[src/rtl/pbe_pkg.sv]
package pbe_pkg;

   // Buffer geometry
   localparam int DEPTH       = 16;
   localparam int IDX_W       = $clog2(DEPTH);
   localparam int OCC_W       = $clog2(DEPTH + 1);
   localparam int NUM_CLASSES = 3;

   // Command queue between front end and execution unit
   localparam int CMD_DEPTH = 2;
   localparam int CMD_PTR_W = (CMD_DEPTH > 1) ? $clog2(CMD_DEPTH) : 1;
   localparam int CMD_CNT_W = $clog2(CMD_DEPTH + 1);

   // Field widths
   localparam int VALUE_W  = 32;
   localparam int CLASS_W  = 2;
   localparam int EXPIRY_W = 16;
   localparam int TIME_W   = 32;
   localparam int FILL_W   = 5;

   // Stream widths
   localparam int REQ_DATA_W = 88;
   localparam int RSP_DATA_W = 80;

   // Operation codes carried in req_tuser
   localparam logic OP_INSERT = 1'b0;
   localparam logic OP_REMOVE = 1'b1;

   // Class code that is never stored
   localparam logic [CLASS_W-1:0] CLASS_NONE = '0;

   typedef struct packed {
      logic signed [VALUE_W-1:0]  value;
      logic        [CLASS_W-1:0]  cls;
      logic        [TIME_W-1:0]   created;
      logic        [EXPIRY_W-1:0] expiry;
   } entry_type;

   typedef struct packed {
      logic                       is_remove;
      logic                       bad_class;
      logic signed [VALUE_W-1:0]  value;
      logic        [CLASS_W-1:0]  cls;
      logic        [EXPIRY_W-1:0] expiry;
      logic        [TIME_W-1:0]   now_ms;
   } cmd_type;

   typedef struct packed {
      logic                       accepted;
      logic signed [VALUE_W-1:0]  out_value;
      logic        [CLASS_W-1:0]  out_priority;
      logic                       expired;
      logic signed [VALUE_W-1:0]  class_sum;
      logic        [FILL_W-1:0]   fill_count;
   } result_type;

endpackage

[src/rtl/pbe_front.sv]
module pbe_front
   import pbe_pkg::*;
(
   input  logic                  clock,
   input  logic                  reset,
   input  logic                  req_tvalid,
   output logic                  req_tready,
   input  logic                  req_tuser,
   input  logic [REQ_DATA_W-1:0] req_tdata,
   output logic                  cmd_valid,
   input  logic                  cmd_ready,
   output cmd_type               cmd_data
);

   logic    valid_ff;
   cmd_type cmd_ff;
   cmd_type cmd_in;

   // Decode and classify the incoming transfer
   always_comb begin
      cmd_in.is_remove = (req_tuser == OP_REMOVE);
      cmd_in.value     = req_tdata[31:0];
      cmd_in.cls       = req_tdata[33:32];
      cmd_in.expiry    = req_tdata[49:34];
      cmd_in.now_ms    = req_tdata[81:50];
      cmd_in.bad_class = (req_tdata[33:32] == CLASS_NONE);
   end

   assign req_tready = !valid_ff || cmd_ready;
   assign cmd_valid  = valid_ff;
   assign cmd_data   = cmd_ff;

   // Input holding register
   always_ff @(posedge clock) begin
      if (reset) begin
         valid_ff <= 1'b0;
      end else if (req_tready) begin
         valid_ff <= req_tvalid;
      end
      if (req_tready && req_tvalid) begin
         cmd_ff <= cmd_in;
      end
   end

endmodule

[src/rtl/pbe_cmd_fifo.sv]
module pbe_cmd_fifo
   import pbe_pkg::*;
(
   input  logic    clock,
   input  logic    reset,
   input  logic    push_valid,
   output logic    push_ready,
   input  cmd_type push_data,
   output logic    pop_valid,
   input  logic    pop_ready,
   output cmd_type pop_data
);

   cmd_type              slot_ff [CMD_DEPTH];
   logic [CMD_PTR_W-1:0] wr_ptr_ff;
   logic [CMD_PTR_W-1:0] rd_ptr_ff;
   logic [CMD_CNT_W-1:0] count_ff;
   logic                 do_push;
   logic                 do_pop;

   assign push_ready = (count_ff != CMD_CNT_W'(CMD_DEPTH));
   assign pop_valid  = (count_ff != '0);
   assign pop_data   = slot_ff[rd_ptr_ff];
   assign do_push    = push_valid && push_ready;
   assign do_pop     = pop_valid && pop_ready;

   // Pointer and count bookkeeping
   always_ff @(posedge clock) begin
      if (reset) begin
         wr_ptr_ff <= '0;
         rd_ptr_ff <= '0;
         count_ff  <= '0;
      end else begin
         if (do_push) begin
            wr_ptr_ff <= (wr_ptr_ff == CMD_PTR_W'(CMD_DEPTH - 1)) ? '0
                         : wr_ptr_ff + CMD_PTR_W'(1);
         end
         if (do_pop) begin
            rd_ptr_ff <= (rd_ptr_ff == CMD_PTR_W'(CMD_DEPTH - 1)) ? '0
                         : rd_ptr_ff + CMD_PTR_W'(1);
         end
         if (do_push && !do_pop) begin
            count_ff <= count_ff + CMD_CNT_W'(1);
         end else if (do_pop && !do_push) begin
            count_ff <= count_ff - CMD_CNT_W'(1);
         end
      end
   end

   // Payload slots
   always_ff @(posedge clock) begin
      if (do_push) begin
         slot_ff[wr_ptr_ff] <= push_data;
      end
   end

endmodule

[src/rtl/pbe_back.sv]
module pbe_back
   import pbe_pkg::*;
(
   input  logic       clock,
   input  logic       reset,
   input  logic       cmd_valid,
   output logic       cmd_pop,
   input  cmd_type    cmd_data,
   output logic       rsp_valid,
   input  logic       rsp_ready,
   output result_type rsp_data
);

   typedef enum logic [2:0] {
      ST_IDLE,
      ST_SCAN,
      ST_CHECK,
      ST_SHIFT,
      ST_FINISH
   } state_type;

   state_type                 state_ff;
   logic [OCC_W-1:0]          occ_ff;
   logic signed [VALUE_W-1:0] sums_ff [NUM_CLASSES];
   cmd_type                   cur_ff;
   entry_type                 best_ff;
   logic [IDX_W-1:0]          best_idx_ff;
   logic [IDX_W-1:0]          rd_idx_ff;
   logic                      expired_ff;
   logic                      rsp_valid_ff;
   result_type                rsp_ff;

   // Entry storage, one read and one write port
   entry_type                 mem [DEPTH];
   entry_type                 rd_data_ff;

   logic                      out_free;
   logic                      has_room;
   logic [OCC_W-1:0]          occ_m1;
   logic [IDX_W-1:0]          last_idx;
   logic                      rd_en;
   logic [IDX_W-1:0]          rd_addr;
   logic                      wr_en;
   logic [IDX_W-1:0]          wr_addr;
   entry_type                 wr_data;
   logic [TIME_W-1:0]         elapsed;
   logic [CLASS_W-1:0]        sum_sel;
   logic signed [VALUE_W-1:0] sum_new;
   entry_type                 new_entry;
   logic                      rsp_load;
   result_type                early_rsp;

   assign out_free  = !rsp_valid_ff || rsp_ready;
   assign cmd_pop   = (state_ff == ST_IDLE) && cmd_valid && out_free;
   assign has_room  = (occ_ff < OCC_W'(DEPTH));
   assign occ_m1    = occ_ff - OCC_W'(1);
   assign last_idx  = occ_m1[IDX_W-1:0];
   assign elapsed   = cur_ff.now_ms - best_ff.created;
   assign sum_sel   = best_ff.cls - CLASS_W'(1);
   assign sum_new   = expired_ff ? sums_ff[sum_sel] : sums_ff[sum_sel] + best_ff.value;
   assign rsp_valid = rsp_valid_ff;
   assign rsp_data  = rsp_ff;

   // A response is loaded for inserts and empty removes, or at the end of a remove
   assign rsp_load  = (cmd_pop && (!cmd_data.is_remove || occ_ff == '0))
                      || (state_ff == ST_FINISH && out_free);

   always_comb begin
      new_entry.value   = cmd_data.value;
      new_entry.cls     = cmd_data.cls;
      new_entry.created = cmd_data.now_ms;
      new_entry.expiry  = cmd_data.expiry;
   end

   // Response for a command that completes in the idle state
   always_comb begin
      early_rsp = '0;
      if (!cmd_data.is_remove) begin
         if (!cmd_data.bad_class && has_room) begin
            early_rsp.accepted   = 1'b1;
            early_rsp.fill_count = FILL_W'(occ_ff + OCC_W'(1));
         end else begin
            early_rsp.fill_count = FILL_W'(occ_ff);
         end
      end
   end

   // Memory port control
   always_comb begin
      rd_en   = 1'b0;
      rd_addr = '0;
      wr_en   = 1'b0;
      wr_addr = '0;
      wr_data = new_entry;
      unique case (state_ff)
         ST_IDLE: begin
            if (cmd_pop) begin
               if (!cmd_data.is_remove && !cmd_data.bad_class && has_room) begin
                  wr_en   = 1'b1;
                  wr_addr = occ_ff[IDX_W-1:0];
               end
               if (cmd_data.is_remove && occ_ff != '0) begin
                  rd_en = 1'b1;
               end
            end
         end
         ST_SCAN: begin
            if (rd_idx_ff != last_idx) begin
               rd_en   = 1'b1;
               rd_addr = rd_idx_ff + IDX_W'(1);
            end
         end
         ST_CHECK: begin
            if (best_idx_ff != last_idx) begin
               rd_en   = 1'b1;
               rd_addr = best_idx_ff + IDX_W'(1);
            end
         end
         ST_SHIFT: begin
            // move the entry just read one place toward the head
            wr_en   = 1'b1;
            wr_addr = rd_idx_ff - IDX_W'(1);
            wr_data = rd_data_ff;
            if (rd_idx_ff != last_idx) begin
               rd_en   = 1'b1;
               rd_addr = rd_idx_ff + IDX_W'(1);
            end
         end
         ST_FINISH: begin
         end
         default: begin
         end
      endcase
   end

   always_ff @(posedge clock) begin
      if (wr_en) begin
         mem[wr_addr] <= wr_data;
      end
      if (rd_en) begin
         rd_data_ff <= mem[rd_addr];
      end
   end

   // Sequencer: scan for the best entry, check expiry, close the gap, report
   always_ff @(posedge clock) begin
      if (reset) begin
         state_ff     <= ST_IDLE;
         occ_ff       <= '0;
         rsp_valid_ff <= 1'b0;
         for (int i = 0; i < NUM_CLASSES; i++) begin
            sums_ff[i] <= '0;
         end
      end else begin
         if (rsp_load) begin
            rsp_valid_ff <= 1'b1;
         end else if (rsp_valid_ff && rsp_ready) begin
            rsp_valid_ff <= 1'b0;
         end
         unique case (state_ff)
            ST_IDLE: begin
               if (cmd_pop) begin
                  cur_ff <= cmd_data;
                  rsp_ff <= early_rsp;
                  if (!cmd_data.is_remove) begin
                     if (!cmd_data.bad_class && has_room) begin
                        occ_ff <= occ_ff + OCC_W'(1);
                     end
                  end else if (occ_ff != '0) begin
                     rd_idx_ff <= '0;
                     state_ff  <= ST_SCAN;
                  end
               end
            end
            ST_SCAN: begin
               // strict compare keeps the oldest entry of a class
               if (rd_idx_ff == '0 || rd_data_ff.cls < best_ff.cls) begin
                  best_ff     <= rd_data_ff;
                  best_idx_ff <= rd_idx_ff;
               end
               if (rd_idx_ff == last_idx) begin
                  state_ff <= ST_CHECK;
               end else begin
                  rd_idx_ff <= rd_idx_ff + IDX_W'(1);
               end
            end
            ST_CHECK: begin
               expired_ff <= (elapsed > TIME_W'(best_ff.expiry));
               if (best_idx_ff == last_idx) begin
                  state_ff <= ST_FINISH;
               end else begin
                  rd_idx_ff <= best_idx_ff + IDX_W'(1);
                  state_ff  <= ST_SHIFT;
               end
            end
            ST_SHIFT: begin
               if (rd_idx_ff == last_idx) begin
                  state_ff <= ST_FINISH;
               end else begin
                  rd_idx_ff <= rd_idx_ff + IDX_W'(1);
               end
            end
            ST_FINISH: begin
               if (out_free) begin
                  sums_ff[sum_sel]    <= sum_new;
                  occ_ff              <= occ_m1;
                  rsp_ff.accepted     <= 1'b1;
                  rsp_ff.out_value    <= best_ff.value;
                  rsp_ff.out_priority <= best_ff.cls;
                  rsp_ff.expired      <= expired_ff;
                  rsp_ff.class_sum    <= sum_new;
                  rsp_ff.fill_count   <= FILL_W'(occ_m1);
                  state_ff            <= ST_IDLE;
               end
            end
            default: begin
               state_ff <= ST_IDLE;
            end
         endcase
      end
   end

endmodule

[src/rtl/priority_buffer_with_expiry_core.sv]
// An insert or a refused request passes the input holding register, the command
// queue and the response register. A remove runs a one-entry-per-cycle scan of
// the entry memory, then a shift pass through the same port, before the next
// command is taken. Inserts go at one item per cycle while responses are taken.
// Reset (synchronous, active high) empties the buffer and clears the class sums.
module priority_buffer_with_expiry_core
   import pbe_pkg::*;
(
   input  logic                  clock,
   input  logic                  reset,
   input  logic                  req_tvalid,
   output logic                  req_tready,
   input  logic                  req_tuser,  // action
   input  logic [REQ_DATA_W-1:0] req_tdata,  // value, priority_req, expiry_ms, now_ms
   output logic                  rsp_tvalid,
   input  logic                  rsp_tready,
   // accepted, out_value, out_priority, expired, class_sum, fill_count
   output logic [RSP_DATA_W-1:0] rsp_tdata
);

   logic       cmd_valid;
   logic       cmd_ready;
   cmd_type    cmd_data;
   logic       q_valid;
   logic       q_pop;
   cmd_type    q_data;
   result_type result;

   pbe_front u_front (
      .clock      (clock),
      .reset      (reset),
      .req_tvalid (req_tvalid),
      .req_tready (req_tready),
      .req_tuser  (req_tuser),
      .req_tdata  (req_tdata),
      .cmd_valid  (cmd_valid),
      .cmd_ready  (cmd_ready),
      .cmd_data   (cmd_data)
   );

   pbe_cmd_fifo u_fifo (
      .clock      (clock),
      .reset      (reset),
      .push_valid (cmd_valid),
      .push_ready (cmd_ready),
      .push_data  (cmd_data),
      .pop_valid  (q_valid),
      .pop_ready  (q_pop),
      .pop_data   (q_data)
   );

   pbe_back u_back (
      .clock     (clock),
      .reset     (reset),
      .cmd_valid (q_valid),
      .cmd_pop   (q_pop),
      .cmd_data  (q_data),
      .rsp_valid (rsp_tvalid),
      .rsp_ready (rsp_tready),
      .rsp_data  (result)
   );

   // Pack the result transfer
   assign rsp_tdata = {7'b0, result.fill_count, result.class_sum, result.expired,
                       result.out_priority, result.out_value, result.accepted};

endmodule
[config.mk]
export PLATFORM = sky130hd
export DESIGN_NAME = priority_buffer_with_expiry_core
export DESIGN_NICKNAME = d
export VERILOG_FILES = /design/src/rtl/pbe_pkg.sv /design/src/rtl/pbe_front.sv /design/src/rtl/pbe_cmd_fifo.sv /design/src/rtl/pbe_back.sv /design/src/rtl/priority_buffer_with_expiry_core.sv
export SDC_FILE = /design/constraint.sdc
export NUM_CORES = 2
export LEC_CHECK = 0
export BUFFER_PORTS_ARGS = -buffer_cell sky130_fd_sc_hd__buf_4
export CAP_MARGIN = 40
export CORE_MARGIN = 5
export CORE_UTILIZATION = 56
export CTS_CLUSTER_SIZE = 30
export DETAILED_ROUTE_END_ITERATION = 10
export GPL_ROUTABILITY_DRIVEN = 0
export PLACE_DENSITY = 0.75
export RECOVER_POWER = 100
export SYNTH_ARGS = -nofsm -noshare
export SYNTH_HDL_FRONTEND = slang
export SYNTH_SLANG_ARGS = --single-unit
[constraint.sdc]
create_clock -name clock -period 11.05 [get_ports clock]
set_input_delay 1.105 -clock clock [delete_from_list [all_inputs] [get_ports clock]]
set_output_delay 1.105 -clock clock [all_outputs]
set_load 0.01 [all_outputs]
# After elaboration in Yosys (flattened, before gate mapping)
# Memories as Yosys holds them, arrays and structs flattened. A register that Yosys moved wholly into a read port is not among the register bits.
# Index checks and enable logic that the tools add are counted.
[totals]
ff_bits = 294
latchBits = 0
ramBits = 1576
rom_bits = 0
inputBits = 93
output_inout_bits = 82
elab_cells = 170
memories = 3
[classes]
addsub = 12
mul = 0
div_mod_pow = 0
magnitude_cmp = 3
n_eq_ne = 18
shift = 0
n_mux = 62
bitwise = 1
n_reduce_logical = 44
[mem_list]
columns = ["memory", "words", "width", "read_ports", "rd_ports_with_merged_regs", "wr", "line", "source"]
rows = [
  ["u_back.mem", 16, 82, 1, 1, 1, "pbe_back.sv:34", "entry_type mem [DEPTH];"],
  ["u_fifo.slot_ff", 2, 84, 1, 1, 1, "pbe_cmd_fifo.sv:14", "cmd_type slot_ff [CMD_DEPTH];"],
  ["u_back.sums_ff", 3, 32, 1, 0, 3, "pbe_back.sv:24", "logic signed [VALUE_W-1:0] sums_ff [NUM_CLASSES];"],
]
[op_table]
columns = ["op", "count"]
rows = [
  ["73-bit two-way mux", 2],
  ["73-bit one-hot mux with 2 select lines", 1],
  ["82-bit two-way mux", 1],
  ["32-bit two-way mux", 2],
  ["4-bit two-way mux", 9],
  ["32-bit adder", 1],
  ["32-bit by 16-bit greater-than comparator with 1-bit output", 1],
  ["32-bit OR reduction", 1],
  ["32-bit subtractor", 1],
  ["1-bit two-way mux", 25],
  ["5-bit two-way mux", 5],
  ["3-bit two-way mux", 7],
  ["4-bit one-hot mux with 2 select lines", 2],
  ["3-bit one-hot mux with 5 select lines", 1],
  ["1-bit logical AND", 14],
  ["4-bit one-hot mux with 3 select lines", 1],
  ["2-bit by 1-bit != test with 1-bit output (second input constant)", 5],
  ["2-bit != test (second input constant)", 5],
  ["5-bit one-hot mux with 2 select lines", 1],
  ["4-bit by 1-bit adder with 4-bit output (second input constant)", 2],
  ["4-bit == test", 2],
  ["4-bit != test", 2],
  ["4-bit AND reduction", 2],
  ["2-bit nonzero test", 4],
  ["other kinds (28)", 43],
]

# Logic depth before layout (Yosys ltp)
[depth]
word_depth = 8
depth_mapped = 20
ltp_nobuf = 20

# By module
# Synthesis repeated with hierarchy kept, for this count alone.
[unflattened]
cells_unflattened = 5652
hier_area_um2 = 80352.1
[by_module_without_submodules]
columns = ["mod", "instances", "cells_each", "area_each_um2", "seq_area_each_um2"]
rows = [
  ["pbe_back", 1, 5269, 71416.0, 51769.7],
  ["pbe_cmd_fifo", 1, 285, 6298.5, 5144.9],
  ["pbe_front", 1, 90, 2581.2, 2542.4],
  ["priority_buffer_with_expiry_core", 1, 8, 56.3, 0.0],
]

# Worst setup path before layout
# Ideal clock, no wire load.
[synth_path]
path_type = "reg2reg"
startpoint = "register u_back.best_ff[48] (netlist name)"
endpoint = "register u_back.best_ff[0] (netlist name) (enable)"
arrival_time_ps = 9704
required_time_ps = 10308
path_slack_ps = 604
stages_incl_launch_ff = 7
n_path_buf = 2
synth_period_minus_slack_ps = 10446
cell_sequence = "edfxtp_1 clkbuf_1 buf_1 inv_1 o21ai_0 a21oi_1 nor4_1"
[synth_between]
elab_chain_len = 3
[synth_rtl]
columns = ["item", "line", "source"]
rows = [
  ["start, declared", "pbe_back.sv:26", "entry_type best_ff;"],
  ["start signal, assigned", "pbe_back.sv:178", "best_ff <= rd_data_ff;"],
  ["2-bit less-than comparator", "pbe_back.sv:177", "if (rd_idx_ff == '0 || rd_data_ff.cls < best_ff.cls) begin"],
  ["1-bit logical OR", "pbe_back.sv:177", ""],
  ["3-bit AND reduction (no line)", "n/a", ""],
]
# Every way passes these cells.
# A chain may end at the register's enable or synchronous reset.

==> qor.json <==
{
  "clock_tree.htree_level_count": {"value": 4},
  "yosysWarnings": {"value": 0},
  "synth_enable_flop_cells": {"value": 1970},
  "violated_checks": {"value": "capacitance limit, slew limit"},
  "cts_root_buffer": {"value": "sky130_fd_sc_hd__clkbuf_16"},
  "cell_taking_the_most_area_after_synthesis": {"value": "sky130_fd_sc_hd__edfxtp_1"},
  "rsz0062_at_grt": {"value": "false"},
  "dpl_hpwl": {"value": 103800, "unit": "microns"},
  "layout.nets": {"value": 5580},
  "setup.reg_to_reg.worst_slack": {"value": 2630, "unit": "ps"},
  "max-cap-violations": {"value": 41},
  "worst-endpoint-arrival": {"value": 8750, "unit": "ps"},
  "routed_wl": {"value": 190600, "unit": "microns"},
  "drtPass1Iterations": {"value": 8},
  "final_critical_period": {"value": 8421, "unit": "ps"},
  "post_cts_hold_buffer_count": {"value": 0},
  "outcome": {"value": "finished with violations"},
  "critical_path_class": {"value": "reg -> reg"},
  "r2r_cells": {"value": 6},
  "detailedRoute.firstIterationViolations": {"value": 5987},
  "clkLatencyLatePin": {"value": 820, "unit": "ps"},
  "dpl-instance-area": {"value": 83820, "unit": "sq um"},
  "hold_ws": {"value": 435.4, "unit": "ps"},
  "grt_pass1_wl": {"value": 283300, "unit": "microns"},
  "number_of_global_route_vias_before_repair": {"value": 45140},
  "filler_cell_count": {"value": 9984},
  "final-instance-count-excl-fill": {"value": 7440},
  "postLayoutCellArea": {"value": 88770, "unit": "sq um"},
  "totalNegativeSetupSlack": {"value": 0, "unit": "ps"},
  "fmax": {"value": 118.7, "unit": "MHz"},
  "critPathCapture": {"value": "u_back.rd_data_ff[71]"},
  "timing.max_slew.rel_slack": {"value": -163.3, "unit": "%"},
  "overall_via_count_from_detail_route": {"value": 45940},
  "max-vdd-ir-drop": {"value": 0.1827, "unit": "mV"},
  "io_buffers": {"value": 161},
  "share_of_synthesized_registers_carrying_an_async_set_or_reset": {"value": 0, "unit": "%"},
  "final_core_utilization": {"value": 62.77, "unit": "%"},
  "setup-violations-final": {"value": 0},
  "ioPinCount": {"value": 175},
  "final_antenna_net_count": {"value": 0},
  "vias_per_cell": {"value": 6.174},
  "critPathRequiredTime": {"value": 11380, "unit": "ps"},
  "post_route_cells_drive_above_1_share": {"value": 8.560, "unit": "%"},
  "finalCritPeriodShare": {"value": 76.21, "unit": "%"},
  "slew_viol_final": {"value": 1372},
  "syn_area_per_cell": {"value": 15.44, "unit": "sq um"},
  "finalHoldViolCount": {"value": 0},
  "core": {"value": 141400, "unit": "sq um"},
  "wire_per_inst": {"value": 25.62, "unit": "microns"},
  "r2r-end": {"value": "u_back.rd_data_ff[71]"},
  "post_cts.repair.setup_buffers": {"value": 0},
  "die_area": {"value": 149900, "unit": "sq um"},
  "ctsResizeCount": {"value": 0},
  "grt-ovfl-total": {"value": 0},
  "place.detailed.instances": {"value": 7077},
  "area_delta_synth_final": {"value": 11.44, "unit": "%"},
  "synthTopCellsByArea": {"value": "sky130_fd_sc_hd__edfxtp_1 74%, sky130_fd_sc_hd__nand2_1 4.1%, sky130_fd_sc_hd__mux2i_1 3.9%, sky130_fd_sc_hd__a221oi_2 1.5%, sky130_fd_sc_hd__ha_1 1.4%"},
  "worst-path-max-fanout": {"value": 41},
  "die_x": {"value": 387.1, "unit": "microns"},
  "cts_tree": {"value": "done"},
  "start_util": {"value": 56.33, "unit": "%"},
  "skew": {"value": 34.69, "unit": "ps"},
  "antenna_found_initial": {"value": 5},
  "grt_util_all_layers": {"value": 25.03, "unit": "%"},
  "static-leakage-power": {"value": 29.49, "unit": "nW"},
  "timing.final.ws_setup": {"value": 2629, "unit": "ps"},
  "timing_worst_slew_pin_value": {"value": 3949, "unit": "ps"},
  "timing.hold.worst.class": {"value": "reg -> reg"},
  "yosys.cell_types.count": {"value": 77},
  "post_synth_instance_area": {"value": 79650, "unit": "sq um"},
  "ratio_of_total_power_to_cell_area": {"value": 223.8, "unit": "nW/um^2"},
  "syn_inst": {"value": 5158},
  "cts.clk_slew.worst_paths": {"value": 70, "unit": "ps"},
  "worstSetupEndpointType": {"value": "flip-flop"},
  "route.detailed.drc": {"value": 0},
  "dominantRegCellSynth": {"value": "sky130_fd_sc_hd__edfxtp_1"},
  "synth-seq-cells": {"value": 1985},
  "ctsLongestPathBuffers": {"value": 3},
  "total_power": {"value": 19.86, "unit": "mW"},
  "cp-start-kind": {"value": "flip-flop"},
  "pre_cts_ws": {"value": 4988, "unit": "ps"},
  "row_count": {"value": 138},
  "ys_seq_area_share": {"value": 74.65, "unit": "%"},
  "largest_net_degree_at_the_start_of_global_routing": {"value": 170},
  "cts-buffers-inserted": {"value": 190},
  "cts.sink_count": {"value": 1985},
  "yosysTopAreaCellShare": {"value": 74.27, "unit": "%"},
  "floorplan.die.height": {"value": 387.1, "unit": "microns"},
  "hold_path_depth": {"value": 0}
}
[metal layers]
| metal | track usage (%) | wire length [microns] | vias to the layer above |
|---|---|---|---|
| li1 | - | - | 20080 |
| met1 | 35.00 | 74690 | 23010 |
| met2 | 40.25 | 91150 | 2413 |
| met3 | 4.170 | 18130 | 431 |
| met4 | 9.167 | 6602 | 0 |
| met5 | 0 | 0 | - |
[synthesized netlist by cell type (32+ instances only)]
cell type and number:
sky130_fd_sc_hd__nand3_1 180, sky130_fd_sc_hd__mux2i_1 312, sky130_fd_sc_hd__a32o_1 83, sky130_fd_sc_hd__o2111a_1 82, sky130_fd_sc_hd__xnor2_1 38, sky130_fd_sc_hd__nor2_1 279, sky130_fd_sc_hd__a31oi_1 90, sky130_fd_sc_hd__buf_2 99
sky130_fd_sc_hd__edfxtp_1 1970, sky130_fd_sc_hd__mux2_2 64, sky130_fd_sc_hd__and3_1 94, sky130_fd_sc_hd__clkbuf_1 135, sky130_fd_sc_hd__mux4_2 32, sky130_fd_sc_hd__a21oi_1 146, sky130_fd_sc_hd__a221oi_2 77, sky130_fd_sc_hd__o21ai_0 54
sky130_fd_sc_hd__and2_1 40, sky130_fd_sc_hd__inv_1 115, sky130_fd_sc_hd__nand2_1 876, sky130_fd_sc_hd__ha_1 91
[critical path, stage by stage, from the launching register on]
cell and delay [ps]:
sky130_fd_sc_hd__dfxtp_1 1290, sky130_fd_sc_hd__mux2i_1 180, sky130_fd_sc_hd__clkbuf_1 290, sky130_fd_sc_hd__a31oi_1 390, sky130_fd_sc_hd__a221o_1 1150, sky130_fd_sc_hd__clkbuf_1 1810
sky130_fd_sc_hd__clkbuf_1 2720
[final cells by class]
| class | instances | area [sq um] | share of cell area (%) |
|---|---|---|---|
| antenna | 1 | 2.502 | 0.002819 |
| clock buffer | 233 | 4980 | 5.610 |
| tap | 1890 | 2365 | 2.664 |
| sequential | 1985 | 59460 | 66.98 |
| inverter | 115 | 434.2 | 0.4891 |
| multi-input combinational | 2789 | 18270 | 20.59 |
| timing repair buffer | 313 | 2101 | 2.367 |
| clock inverter | 114 | 1154 | 1.300 |
[worst min-delay path by stage]
stage / from / slack (ps) / endpoint
floorplan: u_front.cmd_data[0] / 420 / u_fifo.slot_ff[0][0]
global placement: u_front.cmd_data[9] / 420 / u_fifo.slot_ff[0][9]
detailed placement: u_back.rd_data_ff[17] / 430 / u_back.best_ff[17]
CTS: req_tdata[15] / 390 / u_front.cmd_data[65]
global route: req_tdata[14] / 440 / u_front.cmd_data[64]
finish: u_back.rd_data_ff[22] / 440 / u_back.best_ff[22]
[layout by cell type, fill, tap and decap left out, types with 34 or more instances in the layout]
cell | netlist | final
sky130_fd_sc_hd__a21oi_1 | 146 | 146
sky130_fd_sc_hd__a221oi_1 | 7 | 69
sky130_fd_sc_hd__a31oi_1 | 90 | 90
sky130_fd_sc_hd__a32o_1 | 83 | 82
sky130_fd_sc_hd__and2_0 | 0 | 34
sky130_fd_sc_hd__and3_1 | 94 | 93
sky130_fd_sc_hd__buf_4 | 18 | 40
sky130_fd_sc_hd__clkbuf_1 | 135 | 223
sky130_fd_sc_hd__clkbuf_16 | 0 | 193
sky130_fd_sc_hd__clkbuf_4 | 0 | 64
sky130_fd_sc_hd__clkinv_1 | 0 | 46
sky130_fd_sc_hd__edfxtp_1 | 1970 | 1970
sky130_fd_sc_hd__ha_1 | 91 | 91
sky130_fd_sc_hd__inv_1 | 115 | 114
sky130_fd_sc_hd__mux2_1 | 0 | 63
sky130_fd_sc_hd__mux2i_1 | 312 | 312
sky130_fd_sc_hd__nand2_1 | 876 | 876
sky130_fd_sc_hd__nand3_1 | 180 | 180
sky130_fd_sc_hd__nor2_1 | 279 | 266
sky130_fd_sc_hd__o2111a_1 | 82 | 82
sky130_fd_sc_hd__o21ai_0 | 54 | 54
sky130_fd_sc_hd__xnor2_1 | 38 | 39
[flip-flops by register name (all words and copies together) (netlist names), 2 cells and up, named ones only]
| register | flops |
|---|---|
| u_back.best_idx_ff | 4 |
| u_fifo.count_ff | 2 |
| u_back.state_ff | 3 |
| u_back.rd_data_ff | 82 |
| u_back.best_ff | 82 |
| u_back.sums_ff | 128 |
| u_front.cmd_data | 84 |
| u_back.mem | 1312 |
| u_back.cur_ff | 32 |
| u_fifo.slot_ff | 168 |
| u_back.occ_ff | 5 |
| u_back.rd_idx_ff | 4 |
| u_back.rsp_data | 73 |
[where the power goes]
part / leakage (nW) / switching [mW] / total [mW] / internal [mW]
combinational: 8.40 / 2.61 / 3.89 / 1.27
clock: 2.99 / 2.75 / 6.42 / 3.67
sequential: 18.1 / 0.242 / 9.56 / 9.32
total: 29.5 / 5.60 / 19.9 / 14.3
[kinds of logic after synthesis]
| logic type | after synthesis | synth area share [%] |
|---|---|---|
| muxes | 408 | 5.730 |
| adders and majority gates | 93 | 1.480 |
| other | 1 | 0.004708 |
| xor gates and xnor gates | 71 | 0.7995 |
| DFF | 1985 | 74.65 |
| buffers and inverters | 390 | 2.125 |
| AOI/OAI and AO/OA | 644 | 6.778 |
| and+or+nand+nor | 1566 | 8.437 |
No activity file was read; power rests on OpenSTA's default activity.
